File: src/rtl/dnle_pkg.sv
package dnle_pkg;

   // label buffer limit, one flush is a length byte plus at most this many bytes
   localparam int LABEL_MAX = 62;

   localparam int CHAR_W = 8;
   localparam int CNT_W  = $clog2(LABEL_MAX + 1);
   localparam int ADDR_W = (LABEL_MAX > 1) ? $clog2(LABEL_MAX) : 1;

   localparam logic [CHAR_W-1:0] DOT_CHAR = 8'h2E;

   typedef logic [CHAR_W-1:0] char_type;
   typedef logic [CNT_W-1:0]  count_type;
   typedef logic [ADDR_W-1:0] addr_type;

endpackage

File: src/rtl/dnle_ram.sv
module dnle_ram #(
   parameter int WIDTH = 8,
   parameter int DEPTH = 62
) (
   input  logic                                       clock,
   input  logic                                       wr_en,
   input  logic [((DEPTH > 1) ? $clog2(DEPTH) : 1)-1:0] wr_addr,
   input  logic [WIDTH-1:0]                           wr_data,
   input  logic                                       rd_en,
   input  logic [((DEPTH > 1) ? $clog2(DEPTH) : 1)-1:0] rd_addr,
   output logic [WIDTH-1:0]                           rd_data
);

   logic [WIDTH-1:0] mem_ff [DEPTH];
   logic [WIDTH-1:0] rd_data_ff;

   always_ff @(posedge clock) begin
      if (wr_en) begin
         mem_ff[wr_addr] <= wr_data;
      end
      if (rd_en) begin
         rd_data_ff <= mem_ff[rd_addr];
      end
   end

   assign rd_data = rd_data_ff;

endmodule

File: src/rtl/dns_name_label_encoder.sv
// channel | direction | handshake                 | payload
// req     | in        | req_valid / req_stall     | req_name_char, req_end_of_name
// rsp     | out       | rsp_valid / rsp_stall     | rsp_wire_byte, rsp_last_of_run,
//         |           |                           | rsp_end_of_encoded_name, rsp_label_overflow
//
// an ordinary character item gives no result
// a dot item gives n + 1 results for a buffered label of n bytes
// an end item gives n + 2 results with a label, the root byte only without
// flush bytes come one per cycle while rsp_stall is low, from the label buffer ram through its single read port
// reset is synchronous and empties the label buffer count; the ram itself is not cleared
// rsp_stall freezes the output register and the flush sequencer; req_stall is high while flushing
module dns_name_label_encoder (
   input  logic                   clock,
   input  logic                   reset,
   input  logic                   req_valid,
   output logic                   req_stall,
   input  dnle_pkg::char_type     req_name_char,
   input  logic                   req_end_of_name,
   output logic                   rsp_valid,
   input  logic                   rsp_stall,
   output dnle_pkg::char_type     rsp_wire_byte,
   output logic                   rsp_last_of_run,
   output logic                   rsp_end_of_encoded_name,
   output logic                   rsp_label_overflow
);
   import dnle_pkg::*;

   // sequencer states
   localparam logic [1:0] S_IDLE = 2'd0;   // taking characters
   localparam logic [1:0] S_LEN  = 2'd1;   // emit length byte
   localparam logic [1:0] S_DATA = 2'd2;   // replay buffered bytes
   localparam logic [1:0] S_ROOT = 2'd3;   // emit closing root byte

   logic [1:0] state_ff, state_in;
   count_type  count_ff, count_in;       // characters buffered in this label
   logic       ovf_ff, ovf_in;           // a character was dropped
   logic       end_ff, end_in;           // flush was started by an end item
   count_type  idx_ff, idx_in;           // byte being replayed

   logic       rsp_valid_ff, rsp_valid_in;
   char_type   byte_ff, byte_in;
   logic       last_ff, last_in;
   logic       endn_ff, endn_in;
   logic       lovf_ff, lovf_in;

   logic       accept;
   logic       out_free;
   logic       emit;
   count_type  idx_next;

   // label buffer ram ports
   logic       wr_en;
   logic       rd_en;
   addr_type   rd_addr;
   char_type   rd_data;

   assign req_stall = (state_ff != S_IDLE);
   assign accept    = req_valid && !req_stall;
   // output register can take a new item when empty or being drained
   assign out_free  = !rsp_valid_ff || !rsp_stall;
   assign idx_next  = CNT_W'(idx_ff + 1'b1);

   assign wr_en = accept && !req_end_of_name && (req_name_char != DOT_CHAR)
                  && (count_ff < CNT_W'(LABEL_MAX));

   dnle_ram #(
      .WIDTH (CHAR_W),
      .DEPTH (LABEL_MAX)
   ) u_label_ram (
      .clock   (clock),
      .wr_en   (wr_en),
      .wr_addr (count_ff[ADDR_W-1:0]),
      .wr_data (req_name_char),
      .rd_en   (rd_en),
      .rd_addr (rd_addr),
      .rd_data (rd_data)
   );

   always_comb begin
      state_in     = state_ff;
      count_in     = count_ff;
      ovf_in       = ovf_ff;
      end_in       = end_ff;
      idx_in       = idx_ff;
      emit         = 1'b0;
      byte_in      = byte_ff;
      last_in      = last_ff;
      endn_in      = endn_ff;
      lovf_in      = lovf_ff;
      rd_en        = 1'b0;
      rd_addr      = '0;

      unique case (state_ff)
         S_IDLE: begin
            if (accept) begin
               if (req_end_of_name) begin
                  end_in   = 1'b1;
                  state_in = (count_ff != '0) ? S_LEN : S_ROOT;
               end else if (req_name_char == DOT_CHAR) begin
                  end_in   = 1'b0;
                  state_in = S_LEN;
               end else if (count_ff < CNT_W'(LABEL_MAX)) begin
                  count_in = CNT_W'(count_ff + 1'b1);
               end else begin
                  ovf_in = 1'b1;
               end
            end
         end
         S_LEN: begin
            if (out_free) begin
               emit    = 1'b1;
               byte_in = CHAR_W'(count_ff);
               last_in = !end_ff && (count_ff == '0);
               endn_in = 1'b0;
               lovf_in = ovf_ff;
               idx_in  = '0;
               if (count_ff != '0) begin
                  // fetch first label byte for the next cycle
                  rd_en    = 1'b1;
                  rd_addr  = '0;
                  state_in = S_DATA;
               end else begin
                  // empty label from a dot
                  count_in = '0;
                  ovf_in   = 1'b0;
                  state_in = S_IDLE;
               end
            end
         end
         S_DATA: begin
            if (out_free) begin
               emit    = 1'b1;
               byte_in = rd_data;
               endn_in = 1'b0;
               lovf_in = ovf_ff;
               if (idx_next == count_ff) begin
                  last_in  = !end_ff;
                  count_in = '0;
                  ovf_in   = 1'b0;
                  state_in = end_ff ? S_ROOT : S_IDLE;
               end else begin
                  last_in = 1'b0;
                  rd_en   = 1'b1;
                  rd_addr = idx_next[ADDR_W-1:0];
                  idx_in  = idx_next;
               end
            end
         end
         S_ROOT: begin
            if (out_free) begin
               emit     = 1'b1;
               byte_in  = '0;
               last_in  = 1'b1;
               endn_in  = 1'b1;
               lovf_in  = 1'b0;
               count_in = '0;
               ovf_in   = 1'b0;
               state_in = S_IDLE;
            end
         end
         default: begin
            state_in = S_IDLE;
         end
      endcase

      rsp_valid_in = emit || (rsp_valid_ff && rsp_stall);
   end

   // control state
   always_ff @(posedge clock) begin
      if (reset) begin
         state_ff     <= S_IDLE;
         count_ff     <= '0;
         ovf_ff       <= 1'b0;
         end_ff       <= 1'b0;
         idx_ff       <= '0;
         rsp_valid_ff <= 1'b0;
      end else begin
         state_ff     <= state_in;
         count_ff     <= count_in;
         ovf_ff       <= ovf_in;
         end_ff       <= end_in;
         idx_ff       <= idx_in;
         rsp_valid_ff <= rsp_valid_in;
      end
   end

   // output payload, loaded only when a new item goes out
   always_ff @(posedge clock) begin
      if (emit) begin
         byte_ff <= byte_in;
         last_ff <= last_in;
         endn_ff <= endn_in;
         lovf_ff <= lovf_in;
      end
   end

   assign rsp_valid               = rsp_valid_ff;
   assign rsp_wire_byte           = byte_ff;
   assign rsp_last_of_run         = last_ff;
   assign rsp_end_of_encoded_name = endn_ff;
   assign rsp_label_overflow      = lovf_ff;

endmodule

File: config.mk
export PLATFORM = sky130hd
export DESIGN_NAME = dns_name_label_encoder
export DESIGN_NICKNAME = d
export VERILOG_FILES = /design/src/rtl/dnle_pkg.sv /design/src/rtl/dnle_ram.sv /design/src/rtl/dns_name_label_encoder.sv
export SDC_FILE = /design/constraint.sdc
export NUM_CORES = 1
export LEC_CHECK = 0
export CAP_MARGIN = 10
export CORE_MARGIN = 2
export CORE_UTILIZATION = 45
export CTS_CLUSTER_SIZE = 40
export DETAILED_ROUTE_END_ITERATION = 8
export DONT_BUFFER_PORTS = 1
export GPL_ROUTABILITY_DRIVEN = 1
export PLACE_DENSITY = 0.59
export RECOVER_POWER = 100
export SYNTH_ARGS = -nofsm -noshare
export SYNTH_HDL_FRONTEND = slang
export SYNTH_SLANG_ARGS = --single-unit
File: constraint.sdc
create_clock -name clock -period 5.2 [get_ports clock]
set_input_delay 0.26 -clock clock [delete_from_list [all_inputs] [get_ports clock]]
set_output_delay 0.26 -clock clock [all_outputs]
set_load 0.01 [all_outputs]
==> results.cfg <==
[place]
place_hpwl_um = 33900
place_congestion = 0.868
port-buffer-count = 0

[timing]
final-max-slew-violation-count = 504
finalHoldViolCount = 0
holdWs_ns = 0.0310
maxSlewHeadroom_pct = -127
min_period_ns = 4.49
period_share_pct = 86.3
worst_pin_slew_ns = 3.41
setup_tns_ns = 0
fmax_mhz = 223
rsz0062_at_grt = false
skew_ns = 0.0161
setup_viol = 0

[synthesis]
yosys_warnings = 0
synth_nets = 1426
ys_seq_area_share_pct = 72.8
synth_edf_count = 515
synthFlopType = edfxtp_1
synthArstFlopShare_pct = 0
synth_seq_cells = 532
syn_inst = 1406
syn_area_um2 = 21700
syn_avg_cell_area_um2 = 15.4
yosysUniqueCellTypes = 74

[min_path]
hold_path_depth = 2
hp-start = rsp_stall
hold_path_end = rsp_valid$_SDFF_PP0_
hold_class = in -> reg

[setup_path]
cp_max_fo = 34
r2r_end = u_label_ram.rd_data[3]$_DFFE_PP_
crit_arrival_ns = 4.81
crit_path_start_kind = flip-flop
crit_chain = xor3_1 > nor3_1 > and3_1 > clkbuf_1 > a21boi_4 > buf_12 > o22ai_1 > nor2_1 > o31ai_1 > o22ai_1
slowest_delay_ns = 0.71
worstPathRequired_ns = 5.52
end_kind = flip-flop
r2r_cells = 10
rrSetupSlack_ns = 0.71
crit_type = reg -> reg
critPathSlowestCell = clkbuf_1
critPathMostFrequentCell = o22ai_1
r2r-start = count_ff[2]$_SDFFE_PP0P_

[grt]
grt_overflow = 0
grt_pass1_wl_um = 84400
antenna_found_initial = 5
track_usage_pct = 23.1
grt_pass1_vias = 12300
grt_max_degree = 95

[final_layout]
layout_common_cells = 515 x edfxtp_1, 148 x nor2_1, 80 x a21oi_1, 72 x mux2i_1, 55 x clkbuf_16
nets = 1441
area.growth.synth_to_final_pct = 10.9
layout-drive-gt1-share_pct = 11.4
layout_commonest_cell = edfxtp_1

[power]
p_total_uw = 10900
p_leak_uw = 0.00738
peakVddDrop_mv = 0.240
p_per_area_nw_per_um2 = 452

[run]
max_cap_violations = 8

[route]
drcViolationCount = 0
drt_iter0_markers = 1466
routed_wl_um = 57400
ant_nets = 0
routedWlPerCell_um = 27.6
dr_total_vias = 12800
via_per_inst = 6.13
drt_pass1_iterations = 5

[floorplanning]
chipWidth_um = 224
core_area_um2 = 47600
ios = 26
start_util_pct = 45.5
die_h_um = 224
die_area_um2 = 50000
fp-row-count = 80

[cts]
postCtsSetupRepairBufs = 0
clk_latency_ns = 0.61
cts_tree = built
clockBufferDepth = 3
cts_root_buf = clkbuf_16
cts_sinks = 532
htreeDepth = 2
cts_inserted_buffers = 55
cts.clk_slew.worst_paths_ns = 0.06

[status]
status = finished, violations left
violations = capacitance limit, slew limit
-- report_power, final --
part / switching, µW / internal (µW) / total [µW]
registers: 72.3 / 4840 / 4910
clock network: 1620 / 2080 / 3690
logic: 1540 / 743 / 2280
total: 3230 / 7660 / 10900
-- cell families after synthesis --
logic type,Yosys count,share of synthesized area [%]
fa+ha+maj,7,0.404
flops,532,72.8
buf+inv,104,2.16
simple gates,300,6.26
mux,122,6.69
xor+xnor,19,0.963
compound gates,322,10.7
-- worst max-delay path by stage --
stage | startpoint | end | slack (ns) | cells past startpoint
after floorplan | idx_ff[1]$_SDFFE_PP0P_ | u_label_ram.rd_data[0]$_DFFE_PP_ | 2.30 | 11
after global placement | idx_ff[2]$_SDFFE_PP0P_ | u_label_ram.rd_data[4]$_DFFE_PP_ | 1.03 | 9
after detailed placement | idx_ff[2]$_SDFFE_PP0P_ | u_label_ram.rd_data[4]$_DFFE_PP_ | 1.0 | 9
after CTS | idx_ff[2]$_SDFFE_PP0P_ | u_label_ram.rd_data[4]$_DFFE_PP_ | 0.95 | 9
after global routing | count_ff[2]$_SDFFE_PP0P_ | u_label_ram.rd_data[6]$_DFFE_PP_ | 0.50 | 10
final | count_ff[2]$_SDFFE_PP0P_ | u_label_ram.rd_data[3]$_DFFE_PP_ | 0.71 | 10
-- through the flow --
stage	instance area, µm²	setup slack, ns	util [%]	cells
final	24100	0.710	50.5	2083
after global routing	24100	0.504	50.5	2080
after CTS	24300	0.949	51.0	2077
after detailed placement	22400	0.996	46.9	1965
after global placement	22400	1.03	46.9	1965
after floorplan	21700	2.30	-	1406
-- cells in the mapped netlist, types with 4 or more instances --
| library cell | instances | share of area, % |
|---|---|---|
| edfxtp_1 | 515 | 71 |
| nor2_1 | 148 | 2.6 |
| a21oi_1 | 80 | 1.8 |
| mux2i_1 | 72 | 3.3 |
| nand2_1 | 49 | 0.85 |
| clkbuf_1 | 39 | 0.67 |
| o22ai_1 | 39 | 1.1 |
| nand3_1 | 37 | 0.85 |
| o221ai_1 | 36 | 1.5 |
| mux2_2 | 35 | 1.8 |
| a211oi_1 | 33 | 1.1 |
| buf_2 | 30 | 0.69 |
| o21ai_0 | 27 | 0.62 |
| inv_1 | 20 | 0.35 |
| dfxtp_1 | 17 | 1.6 |
| mux4_2 | 15 | 1.6 |
| and2_1 | 13 | 0.37 |
| o2111ai_1 | 12 | 0.48 |
| a22oi_1 | 11 | 0.38 |
| nor3_1 | 11 | 0.25 |
| o211ai_1 | 11 | 0.38 |
| o31ai_1 | 11 | 0.38 |
| xnor2_1 | 11 | 0.44 |
| buf_1 | 8 | 0.14 |
| nor2b_1 | 8 | 0.23 |
| a2bb2oi_1 | 7 | 0.28 |
| ha_1 | 7 | 0.40 |
| nand4_1 | 7 | 0.20 |
| and3_1 | 6 | 0.17 |
| xor2_1 | 5 | 0.20 |
| a311oi_1 | 4 | 0.16 |
| buf_6 | 4 | 0.21 |
| o2111a_1 | 4 | 0.21 |
| o22a_1 | 4 | 0.16 |
| o31a_1 | 4 | 0.16 |
| or3_1 | 4 | 0.12 |
-- critical path, delay by kind of cell (launching register included) --
kind,cells,cell delay (ns)
compound gates,4,1.42
xor+xnor,1,0.40
buf+inv,2,1.00
flops,1,0.61
simple gates,3,0.76
-- flip-flops by register name, summed over array words and instances (netlist names) --
name,flops
u_label_ram.mem_ff,496
rsp_wire_byte,8
u_label_ram.rd_data,8
count_ff,6
idx_ff,6
state_ff,2
end_ff,1
ovf_ff,1
rsp_end_of_encoded_name,1
rsp_label_overflow,1
rsp_last_of_run,1
rsp_valid,1
-- per-layer routing --
| layer | wire length, µm | up-vias | GRT usage (%) |
|---|---|---|---|
| met1 | 25000 | 6530 | 33.4 |
| met4 | 1490 | 0 | 6.26 |
| met3 | 4610 | 98 | 4.81 |
| met2 | 26300 | 524 | 35.7 |
| met5 | 0 | - | 0 |
| li1 | - | 5611 | - |
-- final cells by class --
type,count,area (µm²)
clock buffer,64,1410
inverter,20,75.1
multi-input combinational,770,5440
antenna,5,12.5
fill,3929,23600
tap,615,769
sequential,532,15800
clock inverter,35,244
timing repair buffer,42,319
-- what timing repair did --
action	4_1_cts	5_1_grt
gates resized for setup	0	0
endpoints found under the hold margin	513	0
hold buffers	13	0
(Power assumes the default switching activity.)
